`src/design/frc_pkg.sv`:
```
// Shared types and constants for the frame change run finder.
// Used by frc_run_track and frame_change_run_finder_core; no dependencies.
package frc_pkg;

  localparam int unsigned MaxWidth  = 512;
  localparam int unsigned MaxHeight = 512;

  localparam int unsigned PixW    = 16;
  localparam int unsigned DimW    = 10;
  localparam int unsigned ColW    = 9;
  localparam int unsigned RowW    = 9;
  localparam int unsigned MaxRunW = 13;
  localparam int unsigned RunLenW = 12;
  localparam int unsigned RunNumW = 18;
  localparam int unsigned CfgIdxW = 2;
  localparam int unsigned CfgDatW = 13;

  localparam logic [DimW-1:0]    FrameWidthRst  = DimW'(480);
  localparam logic [DimW-1:0]    FrameHeightRst = DimW'(320);
  localparam logic [MaxRunW-1:0] MaxRunRst      = MaxRunW'(101);

  typedef enum logic [CfgIdxW-1:0] {
    CFG_FRAME_WIDTH  = 2'd0,
    CFG_FRAME_HEIGHT = 2'd1,
    CFG_MAX_RUN      = 2'd2
  } cfg_idx_e;

  typedef struct packed {
    logic [DimW-1:0]    frame_width;
    logic [DimW-1:0]    frame_height;
    logic [MaxRunW-1:0] max_run_pixels;
  } cfg_t;

  typedef struct packed {
    logic [RowW-1:0]    row;
    logic [ColW-1:0]    first_col;
    logic [ColW-1:0]    last_col;
    logic [RunNumW-1:0] number;
    logic               frame_done;
  } run_desc_t;

  // Last usable index for a dimension: zero acts as one, large values saturate.
  function automatic logic [ColW-1:0] dim_last(logic [DimW-1:0] dim, int unsigned max_dim);
    logic [ColW-1:0] res;
    if (dim == '0) begin
      res = '0;
    end else if (32'(dim) > max_dim) begin
      res = ColW'(max_dim - 1);
    end else begin
      res = ColW'(dim - DimW'(1));
    end
    return res;
  endfunction

endpackage

```
`src/design/frc_run_track.sv`:
```
// Position counters and run detection for the frame change run finder.
// Depends on frc_pkg; one request is processed per step_i pulse.
module frc_run_track import frc_pkg::*; (
  input  logic      clk_i,
  input  logic      rst_ni,
  input  logic      step_i,
  input  logic      changed_i,
  input  cfg_t      cfg_i,
  output logic      emit_o,
  output run_desc_t res_o
);

  logic [ColW-1:0]    col_q, col_d;
  logic [RowW-1:0]    row_q, row_d;
  logic               open_q, open_d;
  logic [ColW-1:0]    start_q, start_d;
  logic [RunLenW-1:0] len_q, len_d;
  logic [RunNumW-1:0] runs_q, runs_d;

  logic [ColW-1:0] w_last;
  logic [RowW-1:0] h_last;
  logic            last_col;
  logic            last_row;
  logic            emit;
  logic [ColW-1:0] first_sel;
  logic [ColW-1:0] last_sel;

  assign w_last   = dim_last(cfg_i.frame_width, MaxWidth);
  assign h_last   = RowW'(dim_last(cfg_i.frame_height, MaxHeight));
  assign last_col = col_q >= w_last;
  assign last_row = row_q >= h_last;

  always_comb begin
    open_d    = open_q;
    start_d   = start_q;
    len_d     = len_q;
    runs_d    = runs_q;
    emit      = 1'b0;
    first_sel = start_q;
    last_sel  = col_q;

    if (changed_i) begin
      if (!open_q) begin
        open_d  = 1'b1;
        start_d = col_q;
        len_d   = RunLenW'(1);
      end else begin
        len_d = len_q + RunLenW'(1);
      end
      if ({1'b0, len_d} == cfg_i.max_run_pixels) begin
        emit      = 1'b1;
        first_sel = start_d;
        last_sel  = col_q;
        open_d    = 1'b0;
      end
    end else if (open_q) begin
      // An unchanged pixel ends the run on the previous column.
      emit      = 1'b1;
      first_sel = start_q;
      last_sel  = (col_q == '0) ? '0 : col_q - ColW'(1);
      open_d    = 1'b0;
    end

    // Runs never cross the end of a row.
    if (open_d && last_col) begin
      emit      = 1'b1;
      first_sel = start_d;
      last_sel  = col_q;
      open_d    = 1'b0;
    end

    if (emit) begin
      len_d  = '0;
      runs_d = runs_q + RunNumW'(1);
    end

    if (last_col) begin
      col_d = '0;
      if (last_row) begin
        row_d  = '0;
        runs_d = '0;
      end else begin
        row_d = row_q + RowW'(1);
      end
    end else begin
      col_d = col_q + ColW'(1);
      row_d = row_q;
    end
  end

  always_ff @(posedge clk_i or negedge rst_ni) begin
    if (!rst_ni) begin
      col_q   <= '0;
      row_q   <= '0;
      open_q  <= 1'b0;
      start_q <= '0;
      len_q   <= '0;
      runs_q  <= '0;
    end else if (step_i) begin
      col_q   <= col_d;
      row_q   <= row_d;
      open_q  <= open_d;
      start_q <= start_d;
      len_q   <= len_d;
      runs_q  <= runs_d;
    end
  end

  assign emit_o           = emit;
  assign res_o.row        = row_q;
  assign res_o.first_col  = first_sel;
  assign res_o.last_col   = last_sel;
  assign res_o.number     = runs_q;
  assign res_o.frame_done = last_col && last_row;

`ifndef SYNTH
  a_start_behind_col: assert property (@(posedge clk_i) disable iff (!rst_ni)
    open_q |-> start_q <= col_q)
    else $error("open run starts beyond the current column");

  a_open_has_length: assert property (@(posedge clk_i) disable iff (!rst_ni)
    open_q |-> len_q != '0)
    else $error("open run has zero length");

  a_run_ordered: assert property (@(posedge clk_i) disable iff (!rst_ni)
    (step_i && emit) |-> res_o.last_col >= res_o.first_col)
    else $error("run ends before it starts");
`endif

endmodule

```
`src/design/frame_change_run_finder_core.sv`:
```
// Top level of the frame change run finder: config registers, input stage,
// run tracking (frc_run_track) and a two-entry result buffer. Depends on frc_pkg.
//
//   channel | valid       | ready       | payload
//   --------+-------------+-------------+----------------------------------------------
//   in      | in_valid_i  | in_ready_o  | old_pixel_i, new_pixel_i
//   out     | out_valid_o | out_ready_i | run_row_o, run_first_col_o, run_last_col_o,
//           |             |             | run_number_o, frame_done_o
//   cfg     | cfg_valid_i | cfg_ready_o | cfg_index_i, cfg_data_i
//
// One pixel pair is taken per cycle unless the input stage is full and the skid entry
// is occupied. The compare is registered, then the tracker and the result buffer
// form the second stage. The two-entry result buffer lets input continue
// for one result while the output is stalled. Reset clears position and run state
// and loads 480 x 320 with a run limit of 101. Config is always ready.
module frame_change_run_finder_core import frc_pkg::*; (
  input  logic                clk_i,
  input  logic                rst_ni,
  input  logic                in_valid_i,
  output logic                in_ready_o,
  input  logic [PixW-1:0]     old_pixel_i,
  input  logic [PixW-1:0]     new_pixel_i,
  output logic                out_valid_o,
  input  logic                out_ready_i,
  output logic [RowW-1:0]     run_row_o,
  output logic [ColW-1:0]     run_first_col_o,
  output logic [ColW-1:0]     run_last_col_o,
  output logic [RunNumW-1:0]  run_number_o,
  output logic                frame_done_o,
  input  logic                cfg_valid_i,
  output logic                cfg_ready_o,
  input  logic [CfgIdxW-1:0]  cfg_index_i,
  input  logic [CfgDatW-1:0]  cfg_data_i
);

  cfg_t      cfg_q;
  logic      in_valid_q;
  logic      changed_q;
  logic      out_valid_q;
  logic      skid_valid_q;
  run_desc_t out_q;
  run_desc_t skid_q;

  logic      in_take;
  logic      step;
  logic      emit;
  logic      push;
  logic      pop;
  run_desc_t res;

  assign cfg_ready_o = 1'b1;

  always_ff @(posedge clk_i or negedge rst_ni) begin
    if (!rst_ni) begin
      cfg_q.frame_width    <= FrameWidthRst;
      cfg_q.frame_height   <= FrameHeightRst;
      cfg_q.max_run_pixels <= MaxRunRst;
    end else if (cfg_valid_i) begin
      unique case (cfg_index_i)
        CFG_FRAME_WIDTH:  cfg_q.frame_width    <= cfg_data_i[DimW-1:0];
        CFG_FRAME_HEIGHT: cfg_q.frame_height   <= cfg_data_i[DimW-1:0];
        CFG_MAX_RUN:      cfg_q.max_run_pixels <= cfg_data_i;
        default: ;
      endcase
    end
  end

  // The second stage advances whenever the input stage holds a pair and the skid entry is free.
  assign step       = in_valid_q && !skid_valid_q;
  assign in_ready_o = !in_valid_q || !skid_valid_q;
  assign in_take    = in_valid_i && in_ready_o;

  always_ff @(posedge clk_i or negedge rst_ni) begin
    if (!rst_ni) begin
      in_valid_q <= 1'b0;
    end else if (in_ready_o) begin
      in_valid_q <= in_valid_i;
    end
  end

  always_ff @(posedge clk_i) begin
    if (in_take) begin
      changed_q <= old_pixel_i != new_pixel_i;
    end
  end

  frc_run_track u_track (
    .clk_i     (clk_i),
    .rst_ni    (rst_ni),
    .step_i    (step),
    .changed_i (changed_q),
    .cfg_i     (cfg_q),
    .emit_o    (emit),
    .res_o     (res)
  );

  assign push = step && emit;
  assign pop  = out_valid_q && out_ready_i;

  always_ff @(posedge clk_i or negedge rst_ni) begin
    if (!rst_ni) begin
      out_valid_q  <= 1'b0;
      skid_valid_q <= 1'b0;
    end else if (skid_valid_q) begin
      if (pop) begin
        skid_valid_q <= 1'b0;
      end
    end else if (push) begin
      if (out_valid_q && !pop) begin
        skid_valid_q <= 1'b1;
      end else begin
        out_valid_q <= 1'b1;
      end
    end else if (pop) begin
      out_valid_q <= 1'b0;
    end
  end

  always_ff @(posedge clk_i) begin
    if (skid_valid_q) begin
      if (pop) begin
        out_q <= skid_q;
      end
    end else if (push) begin
      if (out_valid_q && !pop) begin
        skid_q <= res;
      end else begin
        out_q <= res;
      end
    end
  end

  assign out_valid_o     = out_valid_q;
  assign run_row_o       = out_q.row;
  assign run_first_col_o = out_q.first_col;
  assign run_last_col_o  = out_q.last_col;
  assign run_number_o    = out_q.number;
  assign frame_done_o    = out_q.frame_done;

`ifndef SYNTH
  a_skid_behind_out: assert property (@(posedge clk_i) disable iff (!rst_ni)
    skid_valid_q |-> out_valid_q)
    else $error("skid entry holds a result while the output entry is empty");

  a_out_holds: assert property (@(posedge clk_i) disable iff (!rst_ni)
    (out_valid_o && !out_ready_i) |=> out_valid_o && $stable(out_q))
    else $error("stalled result changed or vanished");

  a_stage_holds: assert property (@(posedge clk_i) disable iff (!rst_ni)
    (in_valid_q && skid_valid_q) |=> in_valid_q && $stable(changed_q))
    else $error("input stage lost a request while the buffer was full");
`endif

endmodule
```
`config.mk`:
```
export PLATFORM = sky130hd
export DESIGN_NAME = frame_change_run_finder_core
export DESIGN_NICKNAME = d
export VERILOG_FILES = /design/src/design/frc_pkg.sv /design/src/design/frc_run_track.sv /design/src/design/frame_change_run_finder_core.sv
export SDC_FILE = /design/constraint.sdc
export NUM_CORES = 1
export LEC_CHECK = 0
export ABC_AREA = 1
export BUFFER_PORTS_ARGS = -buffer_cell sky130_fd_sc_hd__buf_2
export CAP_MARGIN = 20
export CORE_ASPECT_RATIO = 1.25
export CORE_MARGIN = 5
export CORE_UTILIZATION = 50
export CTS_CLUSTER_SIZE = 10
export DETAILED_ROUTE_END_ITERATION = 16
export PLACE_DENSITY = 0.75
export RECOVER_POWER = 100
export SETUP_SLACK_MARGIN = 0.5
export SLEW_MARGIN = 20
export SYNTH_ARGS = -nofsm -noshare
export SYNTH_HDL_FRONTEND = slang
export SYNTH_HIERARCHICAL = 1
export SYNTH_SLANG_ARGS = --single-unit
```
`constraint.sdc`:
```
create_clock -name clk_i -period 10.5 [get_ports clk_i]
set_input_delay 2.1 -clock clk_i [delete_from_list [all_inputs] [get_ports clk_i]]
set_output_delay 2.1 -clock clk_i [all_outputs]
set_load 0.01 [all_outputs]
```
Word level (Yosys, flattened, before mapping)
Cells that the tools add are included.
{ "totals": {"inputBits": 52, "out_inout_bits": 49, "ff_bits": 187, "wordCells": 108} }
{ "classes": {"n_bitwise": 1, "n_lt_le_gt_ge": 4, "n_mux": 40, "n_reduce_logical": 26, "n_eq_ne": 7, "addsub": 7} }
{ "ops": {"columns": ["cell", "n"], "rows": [
  ["2-to-1 mux 46 bit", 4],
  ["2-to-1 mux 9 bit", 15],
  ["2-to-1 mux 18 bit", 3],
  ["2-to-1 mux 12 bit", 4],
  ["subtractor 9 x 1 -> 9 bit (second input constant)", 3],
  ["> comparator 10 bit (second input constant)", 2],
  ["logical NOT 10 bit", 2],
  ["adder 18 x 1 -> 18 bit (second input constant)", 1],
  ["adder 9 x 1 -> 9 bit (second input constant)", 2],
  ["greater-or-equal comparator 9 bit", 2],
  ["!= test 16 bit", 1],
  ["2-to-1 mux 1 bit", 14],
  ["== test 12 x 13 -> 1 bit", 1],
  ["adder 12 x 1 -> 12 bit (second input constant)", 1],
  ["AND reduction 2 bit", 5],
  ["logical NOT 9 bit", 1],
  ["AND reduction 3 bit", 3],
  ["logical AND 1 bit", 7],
  ["nonzero test 2 bit", 3],
  ["!= test 2 bit (second input constant)", 2],
  ["logical NOT 1 bit", 3],
  ["== test 2 x 1 -> 1 bit (second input constant)", 1],
  ["== test 2 bit (second input constant)", 1],
  ["logical NOT 2 bit", 1],
  ["3 further kinds", 3]
]} }

Logic depth before layout (Yosys ltp)
Gate-level depths: netlist (run 1).
{ "depth": {"ltp_word": 11, "depth_mapped": 23, "ltp_nobuf": 23} }

Hierarchy
Netlist (run 1), hierarchy kept.
{ "modules_own_cells": {"columns": ["module", "area_per_inst_um2", "cells_per_inst", "seq_area_each_um2", "instances"], "rows": [
  ["frame_change_run_finder_core", 5139.9, 470, 3706.1, 1],
  ["frc_run_track", 4899.7, 755, 1451.4, 1]
]} }

Worst setup path after synthesis (run 1)
No wires, ideal clock.
{ "synth_timing": {"kind": "reg-to-reg", "start": "register cfg_q[23] (netlist bit)", "end": "register out_q (netlist bit frame_done_o), enable pin", "n_path_buf": 0, "required_time_ps": 10035, "setup_ps": 465, "path_stages_with_launch": 24, "path_slack_ps": 5087, "arrival_ps": 4948, "period_less_slack_ps": 5413, "cell_sequence": "dfrtp_1 -> inv_1 -> ha_1 -> inv_1 -> nor2_1 -> nand3_1 -> nor3_1 -> nand2_1 -> nand2_1 -> inv_1 -> o21ai_0 -> ha_1 -> inv_1 -> nor3_1 -> nand3b_1 -> nand4_1 -> inv_1 -> nand3_4 -> nand2_1 -> inv_1 -> nand2_1 -> nand2_1 -> inv_1 -> a21oi_1"} }
{ "synth_between": {"elab_chain_len": 9, "elab_cells_between_ends": 11, "classes_between": "1 x add/sub; 2 x order compare; 3 x mux; 5 x reduce/logical"} }
{ "synth_rtl": {"columns": ["item", "line_no", "text"], "rows": [
  ["start, declared", "frame_change_run_finder_core.sv:36", "cfg_t cfg_q;"],
  ["subtractor 9 x 1 -> 9 bit or > comparator 10 bit (tied branches)", "frc_pkg.sv:50, frc_pkg.sv:47", null],
  ["2-to-1 mux 9 bit", "frc_pkg.sv:47", "end else if (32'(dim) > max_dim) begin"],
  ["2-to-1 mux 9 bit *", "frc_pkg.sv:45", "if (dim == '0) begin"],
  ["greater-or-equal comparator 9 bit *", "frc_run_track.sv:30", "assign last_col = col_q >= w_last;"],
  ["logical AND 1 bit *", "frc_run_track.sv:65", "if (open_d && last_col) begin"],
  ["2-to-1 mux 1 bit *", "frc_run_track.sv:65", null],
  ["named net emit", "frame_change_run_finder_core.sv:46", "logic emit;"],
  ["logical AND 1 bit *", "frame_change_run_finder_core.sv:97", "assign push = step && emit;"],
  ["nonzero test 2 bit (no source line) *", null, null],
  ["AND reduction 3 bit (no source line) *", null, null],
  ["end signal, assigned", "frame_change_run_finder_core.sv:122", "out_q <= skid_q;"],
  ["end signal, assigned", "frame_change_run_finder_core.sv:128", "out_q <= res;"],
  ["end, declared", "frame_change_run_finder_core.sv:41", "run_desc_t out_q;"]
]} }
Mark *: on every way through the listed nets, which the timed path passes. The rest lies on a longest branch.
A chain may end at the register's enable or synchronous reset.

Final worst setup path (run 1)
{ "layout_timing": {"start": "register u_track.open_q", "end": "register out_q (netlist bit run_first_col_o[0]), enable pin"} }
{ "layout_between": {"elab_chain_len": 10, "elab_cells_between_ends": 13, "classes_between": "1 x eq/ne; 8 x mux; 4 x reduce/logical"} }
{ "layout_rtl": {"columns": ["item", "line_no", "text"], "rows": [
  ["start, declared", "frc_run_track.sv:15", "logic open_q, open_d;"],
  ["start signal, assigned", "frc_run_track.sv:102", "open_q <= open_d;"],
  ["2-to-1 mux 12 bit", "frc_run_track.sv:43", "if (!open_q) begin"],
  ["2-to-1 mux 12 bit", "frc_run_track.sv:42", "if (changed_i) begin"],
  ["== test 12 x 13 -> 1 bit", "frc_run_track.sv:50", "if ({1'b0, len_d} == cfg_i.max_run_pixels) begin"],
  ["2-to-1 mux 1 bit", "frc_run_track.sv:50", null],
  ["2-to-1 mux 1 bit", "frc_run_track.sv:42", null],
  ["logical AND 1 bit", "frc_run_track.sv:65", null],
  ["2-to-1 mux 1 bit *", "frc_run_track.sv:65", null],
  ["named net emit", "frame_change_run_finder_core.sv:46", null],
  ["logical AND 1 bit *", "frame_change_run_finder_core.sv:97", null],
  ["nonzero test 2 bit (no source line) *", null, null],
  ["AND reduction 3 bit (no source line) *", null, null]
]} }
Mark *: on every way through the listed nets, which the timed path passes. The rest lies on a longest branch. The select of a mux whose other input is x is not followed.

==> metrics.txt, run 1 <==
outcome complete, but fails checks; violated checks max-capacitance violations, max-slew violations; VDD IR max around 120 uV; layout cell share with drive strength beyond 1 approximately 8.6%; Syn Std Cell Area 0.0100 mm^2; RePlAce Congestion 0.889; Max Freq around 160 MHz; Clock Pin Slew Worst Setup and Hold Paths 0.08 ns; I/O pins about 100; EDFF count, synth 93; worst skew pair latency ~0.44 ns; YS warnings 6; crit path from u_track/open_q; Post-Syn Nets between 1,000 and 1,500; highest metal used met4; synthesized flop and latch total about 190; most frequent cells in the layout nand2_1 (387), inv_1 (162), nor2_1 (110); simple-gate share of the synthesized area between 20% and 30%; vias in the first global route between 7,000 and 8,000; final setup TNS 0 ns; minimum clock period roughly 6.4 ns; initial antenna violation count 0; starting DRC count in detailed routing about 570; I/O Buffers 99; crit share post-route roughly 60%; worst reg2reg endpoint run_first_col_o[0]; Hold Buf Count CTS 0; worst hold path depth 2; Worst-Margin Slew between 3 and 4 ns; final setup violation count 0; Post-CTS Resized 0; clock tree root buffer cell clkbuf_16; setup bufs post-CTS 0; R2R depth 16; post-layout util 55.9%; adder-cell area share of the yosys netlist roughly 3.2%; Syn Inst Count between 1,000 and 1,500; Max-slew headroom -110%; flop-to-flop setup slack approximately 4 ns; # diodes 0; pwr/cell area 194 mW/mm^2; sequential area share after synthesis 51.4%; RSZ-0062 raised after global routing false; Initial Utilization 50.3%; CTS max path bufs 2; num rows 58; CTS tree yes; Final HPWL DP 15.1 mm; first-pass GRT wire length roughly 35 mm; die area between 0.02 and 0.025 mm^2; clk sink count approximately 190; syn_area_per_cell between 8 and 9 um^2; met3 WL approximately 1.2 mm; Worst EP arrival roughly 6.4 ns; H-tree Lvls 4; Filler cells roughly 1,800; CP Capture Type flip-flop; max-cap viol count 5; fin nets ~1,400; Hold/Removal Path Class flip-flop to flip-flop; Pre-antenna DRT Iters 7; GRT Overall Usage a little under a fifth; Post-Synth XOR/XNOR Area less than 1%; ANT nets after route 0; wire per inst 13.4 um; largest family of logic cells by synthesized area simple AND/OR/NAND/NOR gates; Synth Area in Compound Gates approximately 8.3%; area grow syn2layout 11.0%; Reg-to-Reg Start u_track/open_q; die width between 100 and 150 um; wl on met1 ~9.3 mm; Post-Route WL between 20 and 25 mm; Final Skew 0.0127 ns; commonest non-fill, non-tap cell in the layout nand2_1; Max FO, Critical Path 45; routed vias 8,169; Leakage 5.22 nW; Top FF cell, synth edfxtp_1; mux cell area share after synthesis 0.336%; CORE AREA approximately 0.02 mm^2; largest net degree at the start of global routing 59; wire length on met2 ~10 mm; Synth async-reset ratio a little over 50%; Die H ~170 um; CTS buffer count 17; DRC violations left 0; CP Capture Point run_first_col_o[0]; Vias per Instance roughly 5.1; global route total overflow 0; kind of critical path flip-flop to flip-flop; Setup crit start kind flip-flop; final hold vios 0; CP Data Required Time roughly 11 ns; synth unique cells 46; max-slew violations 242
kinds of logic (layout without fill, tap and decap cells):
group | Yosys count | in the layout
other | 1 | 1
flip-flops | 187 | 187
buffers and inverters | 203 | 301
XOR/XNOR | 11 | 11
multiplexers | 3 | 3
AO/OA/AOI/OAI | 158 | 158
AND/OR/NAND/NOR | 636 | 636
adder cells (fa/ha/maj) | 26 | 26
Yosys cell counts, drive strengths merged (2+ instances only):
cell type  instances  area [um^2]
xnor2              3         26.3
buf               27          209
dfstp             10          263
nand2            389         1470
nor2             118          488
nor4               5         31.3
inv              164          616
mux2               3         33.8
a21oi             30          150
nand3             67          368
o21a               2         15.0
o21ai            104          521
xor2               8         70.1
or2                2         12.5
edfxtp            93         2790
dfrtp             84         2100
o22ai             13         81.3
o31ai              4         30.0
nor3              16         90.1
clkbuf            12         47.6
ha                26          325
nand3b             5         37.5
nand4             32          206
state kept, by name, indices dropped and copies added, names as in the netlist, 12 cells and up:
signal,flops
skid_q,46
cfg_q,33
run_number_o,18
u_track/runs_q,18
u_track/len_q,12
critical path, cell delays in order (launching register included):
cell	delay, ns
dfrtp_1	0.76
clkbuf_1	0.81
inv_1	0.20
a21oi_1	0.17
nand2_1	0.10
nand2_1	0.07
nand3_1	0.08
nor2_1	0.18
nand3_2	0.14
nand3_1	0.84
nand2_1	0.24
inv_1	0.15
nand2_1	0.11
nand2_1	0.13
inv_1	0.06
a21oi_1	0.17
clkbuf_1	1.72
how the worst min path moves through the flow:
stage	from	end	slack (ns)
2_1_floorplan	u_track/runs_q[14]	skid_q[15]	0.47
5_1_grt	cfg_q[12]	cfg_q[12]	0.52
4_1_cts	cfg_q[31]	cfg_q[31]	0.50
3_3_place_gp	cfg_q[12]	cfg_q[12]	0.48
3_5_place_dp	cfg_q[31]	cfg_q[31]	0.49
6_report	cfg_q[31]	cfg_q[31]	0.50
layout make-up:
type / instances / area (um^2) / area share (%)
tap: 270 / 338 / 3.03
clock buffer: 17 / 425 / 3.82
inverter: 164 / 616 / 5.52
clock inverter: 15 / 175 / 1.57
multi-input combinational: 835 / 3980 / 35.7
sequential: 187 / 5160 / 46.3
timing repair buffer: 105 / 459 / 4.12
metal layers:
layer  up-vias  track usage [%]
li1       4154                -
met1      3724             24.2
met2       255             31.1
met3        36             4.15
met4         0             7.76
met5         -                0
stage by stage:
stage | instance area [um^2] | hold slack, ns | total power, W | instances | setup WS, ns
2_1_floorplan | 10000 | 0.468 | 0.00139 | 1225 | 5.09
3_3_place_gp | 10700 | 0.482 | 0.00151 | 1561 | 6.25
3_5_place_dp | 10700 | 0.490 | 0.00153 | 1561 | 6.09
4_1_cts | 11300 | 0.502 | 0.00218 | 1593 | 6.07
5_1_grt | 11100 | 0.518 | 0.00229 | 1593 | 3.28
6_report | 11100 | 0.495 | 0.00216 | 1593 | 4.12
where the power goes:
group          internal (W)  switching [W]  leakage (nW)
sequential         0.000874      0.0000927          2.10
combinational      0.000183       0.000362          2.83
clock              0.000341       0.000307         0.290
total               0.00140       0.000761          5.22
No activity file was read; power rests on OpenSTA's default activity.
==> run 2, diff against run 1 <==
Clock period 10.5 ns to 6.32 ns, I/O delays scaled along.
==> run 2 against run 1 <==
  * Critical path depth increased by 8
  * Critical endpoint is now run_first_col_o[4]
  * Final area is 0.31% higher
  * Sequential power increased by 66%
  * Non-clock buffer count unchanged
  * The flow still finishes with violations (max-capacitance violations, max-slew violations)
  * Worst setup slack lost 2.9 ns
  * Die area is the same
  * Total power up 66%
  * Worst hold slack improved by 0.0082 ns
  * Utilization increased by 0.18 points
  * Combinational power is 67% higher
  * Clock-buffer cell count is the same
  * Maximum frequency up 26%
==> metrics.txt, run 2 (synthesis results as in run 1) <==
setup bufs post-CTS 0; GRT Overall Usage between 10% and 20%; pwr/cell area about 320 mW/mm^2; R2R depth 24; CTS max path bufs 2; Hold Path End cfg_q[0]; max reg flops 46; Post-CTS Resized 0; die width ~140 um; Sw Ratio between 30% and 40%; worst hold path depth 2; Max Freq approximately 200 MHz; final setup violation count 0; CP Capture Type flip-flop; Worst EP arrival slightly above 5 ns; Die H roughly 170 um; Post-Route WL approximately 21 mm; Max FO, Critical Path 37; CORE AREA around 0.020 mm^2; routed vias between 8,000 and 9,000; initial antenna violation count 0; max-slew violations 52; VDD IR max roughly 210 uV; vias in the first global route between 7,000 and 8,000; top flop regs skid_q x46, cfg_q x33; first-pass GRT wire length ~34 mm; minimum clock period 5.08 ns; area grow syn2layout 11.4%; Vias per Instance a little over 5; Clock Pin Slew Worst Setup and Hold Paths 0.07 ns; max-cap viol count 1; final hold vios 0; DRC violations left 0; violated checks max-capacitance violations, max-slew violations; Initial Utilization slightly above 50%; Reg-to-Reg Start cfg_q[23]; CP Data Required Time about 6.4 ns; internal power about 0.0023 W; I/O Buffers slightly below 100; fin nets roughly 1,400; Hold/Removal Path Class flip-flop to flip-flop; worst reg2reg endpoint run_first_col_o[4]; CTS buffer count 17; layout cell share with drive strength beyond 1 9.22%; largest net degree at the start of global routing 79; kind of critical path flip-flop to flip-flop; Reg with most FFs skid_q; num rows 58; final setup TNS 0 ns; worst skew pair latency between 0.4 and 0.5 ns; clock tree root buffer cell clkbuf_16; RePlAce Congestion roughly 0.88; wire per inst between 10 and 15 um; Hold Buf Count CTS 0; die area roughly 0.023 mm^2; Max-slew headroom -44.5%; Pre-antenna DRT Iters 8; H-tree Lvls 4; # diodes 0; Clock Power Share about 30%; ANT nets after route 0; DP Area ~0.011 mm^2; global route total overflow 0; most frequent cells in the layout nand2_1 (387), inv_1 (161), nor2_1 (109); outcome complete, but fails checks; Final Skew roughly 0.010 ns; Worst-Margin Slew between 2 and 2.5 ns; Setup crit start kind flip-flop; flop-to-flop setup slack roughly 1.2 ns; Leakage around 5.3 nW; Net Switching 0.00126 W; starting DRC count in detailed routing about 690; Flop pwr share between 40% and 50%; I/O pins approximately 100; Final HPWL DP between 15 and 20 mm; CTS tree yes; Gate power share 25.4%; final instance area about 0.011 mm^2; commonest non-fill, non-tap cell in the layout nand2_1; Worst Hold Launch cfg_q[0]; clk sink count about 190; RSZ-0062 raised after global routing false; crit share post-route between 80% and 90%
run 2: layout make-up:
cell class	instances	area (um^2)
sequential	187	5160
clock buffer	17	425
timing repair buffer	105	479
clock inverter	15	174
inverter	164	616
multi-input combinational	835	3990
tap	270	338
fill	1816	8770
run 2: metal layers:
metal	vias to the layer above	share of wire, %	global-route usage, %
li1	4160	-	-
met5	-	0	0
met4	0	1.0	5.26
met3	18	4.9	3.26
met1	3693	45	24.2
met2	247	50	31.6
run 2: worst max-delay path by stage:
stage / startpoint / to / slack, ns
global placement: cfg_q[23] / run_first_col_o[5] / 1.84
floorplan: cfg_q[23] / frame_done_o / 0.91
finish: cfg_q[23] / run_first_col_o[4] / 1.24
detailed placement: cfg_q[23] / skid_q[44] / 1.65
global route: cfg_q[23] / run_first_col_o[1] / 0.71
CTS: cfg_q[23] / skid_q[38] / 1.64
run 2: through the flow:
stage / power (W) / instances / setup slack (ns) / hold slack (ns) / util (%)
after floorplan: 0.00232 / 1225 / 0.907 / 0.468 / -
after global placement: 0.00251 / 1561 / 1.84 / 0.480 / 53.5
after detailed placement: 0.00254 / 1561 / 1.65 / 0.488 / 53.5
after CTS: 0.00362 / 1593 / 1.64 / 0.505 / 56.5
after global routing: 0.00382 / 1593 / 0.711 / 0.523 / 56.0
final: 0.00358 / 1593 / 1.24 / 0.503 / 56.0
run 2: power by group through the flow:
stage | clock, W | sequential (W) | combinational, W
finish | 0.00107 | 0.00160 | 0.000909
global route | 0.00115 | 0.00162 | 0.00105
CTS | 0.00109 | 0.00160 | 0.000923
detailed placement | 0 | 0.00163 | 0.000917
global placement | 0 | 0.00162 | 0.000893
floorplan | 0 | 0.00157 | 0.000744
run 2: critical path, cell delays in order (launching register included):
cell,delay (ns)
dfrtp_1,0.40
inv_1,0.10
ha_1,0.20
inv_1,0.05
nor2_1,0.13
nand3_1,0.12
nor3_1,0.20
nand2_1,0.12
nand2_1,0.10
inv_1,0.08
o21ai_0,0.22
ha_1,0.15
inv_1,0.06
nor3_1,0.27
nand3b_1,0.11
nand4_1,0.18
inv_1,0.12
nand3_4,0.31
nand2_1,0.17
inv_1,0.10
nand2_1,0.10
nand2_1,0.13
inv_1,0.06
a21oi_1,0.69
buf_4,0.54
==> run 3, diff against run 2 <==
Clock period 6.32 ns to 5.3 ns, I/O delays scaled along.
==> run 3 against run 2 <==
  * The run still ends with max-capacitance violations, max-slew violations left
  * Final cell count grew 0.56%
  * Sequential share of layout area decreased by 0.38 points
  * Critical path type unchanged
  * Sequential power increased by 20%
  * Routed wire length up 3.1%
  * Clock power is 21% higher
  * Worst hold slack worse by 0.0010 ns
==> metrics.txt, run 3 (synthesis results as in run 1) <==
Initial Utilization approximately half; starting DRC count in detailed routing 530; Leakage around 5.3 nW; H-tree Lvls 4; Vias per Instance 5.06; post-layout util approximately 56%; Worst Hold Launch cfg_q[31]; minimum clock period roughly 4.4 ns; pwr/cell area ~380 mW/mm^2; Post-Route WL about 21 mm; layout cell share with drive strength beyond 1 approximately a tenth; commonest non-fill, non-tap cell in the layout nand2_1; largest net degree at the start of global routing 51; Reg with most FFs skid_q; setup ws final between 0.8 and 0.9 ns; Worst-Margin Slew roughly 2.8 ns; final setup violation count 0; VDD IR max ~230 uV; Final HPWL DP ~15 mm; num rows 58; I/O Buffers 99; DRC violations left 0; wire per inst 13.4 um; Die H 168 um; top flop regs skid_q x46, cfg_q x33; routed vias between 8,000 and 9,000; CP Data Required Time approximately 5.4 ns; fin nets between 1,000 and 1,500; first-pass GRT wire length around 36 mm; max-slew violations 100; CTS tree yes; Max FO, Critical Path 24; worst hold path depth 2; RePlAce Congestion 0.894; die width about 140 um; clock tree root buffer cell clkbuf_16; final setup TNS 0 ns; Hold/Removal Path Class flip-flop to flip-flop; CORE AREA 0.0200 mm^2; vias in the first global route 7,603; Setup crit start kind flip-flop; Pre-antenna DRT Iters 5; flop-to-flop setup slack ~0.88 ns; Final Skew 0.0127 ns; final hold vios 0; outcome complete, but fails checks; area grow syn2layout 12.3%; Worst EP arrival ~4.6 ns; CTS max path bufs 2; worst reg2reg endpoint skid_q[38]; RSZ-0062 raised after global routing false; Max-slew headroom -83.5%; I/O pins 101; CP Capture Type flip-flop; violated checks max-capacitance violations, max-slew violations; GRT Overall Usage 19.4%; kind of critical path flip-flop to flip-flop; Max Freq between 200 and 250 MHz; initial antenna violation count 0; R2R depth 22; global route total overflow 0; final hold slack about 0.5 ns; Hold Path End cfg_q[31]; ANT nets after route 0; max reg flops between 40 and 50; CTS buffer count 17; worst skew pair latency roughly 0.43 ns; max-cap viol count 2; crit share post-route 83.4%; worst slack at placement 0.809 ns; die area approximately 0.023 mm^2; most frequent cells in the layout nand2_1 (387), inv_1 (161), nor2_1 (109); Reg-to-Reg Start cfg_q[23]; Hold Buf Count CTS 0; # diodes 0; clk sink count around 190; Clock Pin Slew Worst Setup and Hold Paths ~0.08 ns
-- run 3: metrics by stage --
step	total power, W	instances	cell area, um^2
global placement	0.00300	1563	10700
finish	0.00431	1602	11300
global route	0.00461	1602	11300
floorplan	0.00276	1225	10000
CTS	0.00435	1595	11300
detailed placement	0.00303	1563	10700
-- run 3: cell type report --
type                       count  area, um^2
clock buffer                  17         425
timing repair buffer         112         544
multi-input combinational    837        4000
sequential                   187        5160
tap                          270         338
clock inverter                15         190
fill                        1816        8680
inverter                     164         616
-- run 3: worst max-delay path, cell delays in order, from the launching register on --
cell	delay, ns
dfrtp_1	0.39
inv_1	0.11
ha_1	0.20
inv_1	0.06
nor2_1	0.12
nand3_1	0.12
nor3_1	0.22
nand2_1	0.10
nand2_1	0.10
inv_1	0.09
o21ai_0	0.21
ha_1	0.15
inv_1	0.06
nor3_1	0.24
nand3b_1	0.11
nand4_1	0.17
inv_1	0.15
nand3_4	0.19
nand2_1	0.15
inv_1	0.10
nand2_1	0.13
nor2_2	0.66
buf_12	0.26
-- run 3: routing by layer --
metal  track usage (%)  routed length [um]  vias up
li1                  -                   -     4180
met1              25.4                9300     3658
met2              32.8               10700      225
met3              2.75                1010       39
met4              6.71                 467        0
met5                 0                   0        -
-- run 3: worst max path at each step --
| stage | from | end | slack (ns) | cells past startpoint |
|---|---|---|---|---|
| after floorplan | cfg_q[23] | frame_done_o | 0.92 | 23 |
| after global placement | cfg_q[23] | run_first_col_o[3] | 0.94 | 24 |
| after detailed placement | cfg_q[23] | run_first_col_o[3] | 0.81 | 24 |
| after CTS | cfg_q[23] | run_first_col_o[3] | 0.78 | 24 |
| after global routing | cfg_q[23] | skid_q[38] | 0.28 | 22 |
| final | cfg_q[23] | skid_q[38] | 0.88 | 22 |
-- run 3: power by group --
group,switching (W),internal (W),total (W),leakage [nW]
sequential,0.000187,0.00173,0.00192,2.10
combinational,0.000720,0.000372,0.00109,2.89
clock,0.000618,0.000685,0.00130,0.296
total,0.00153,0.00279,0.00431,5.29
-- run 3: timing repair --
| action | 4_1_cts | 5_1_grt |
|---|---|---|
| resized for setup | 0 | 2 |
| setup buffers | 0 | 5 |
| endpoints found under the setup margin | 0 | 83 |
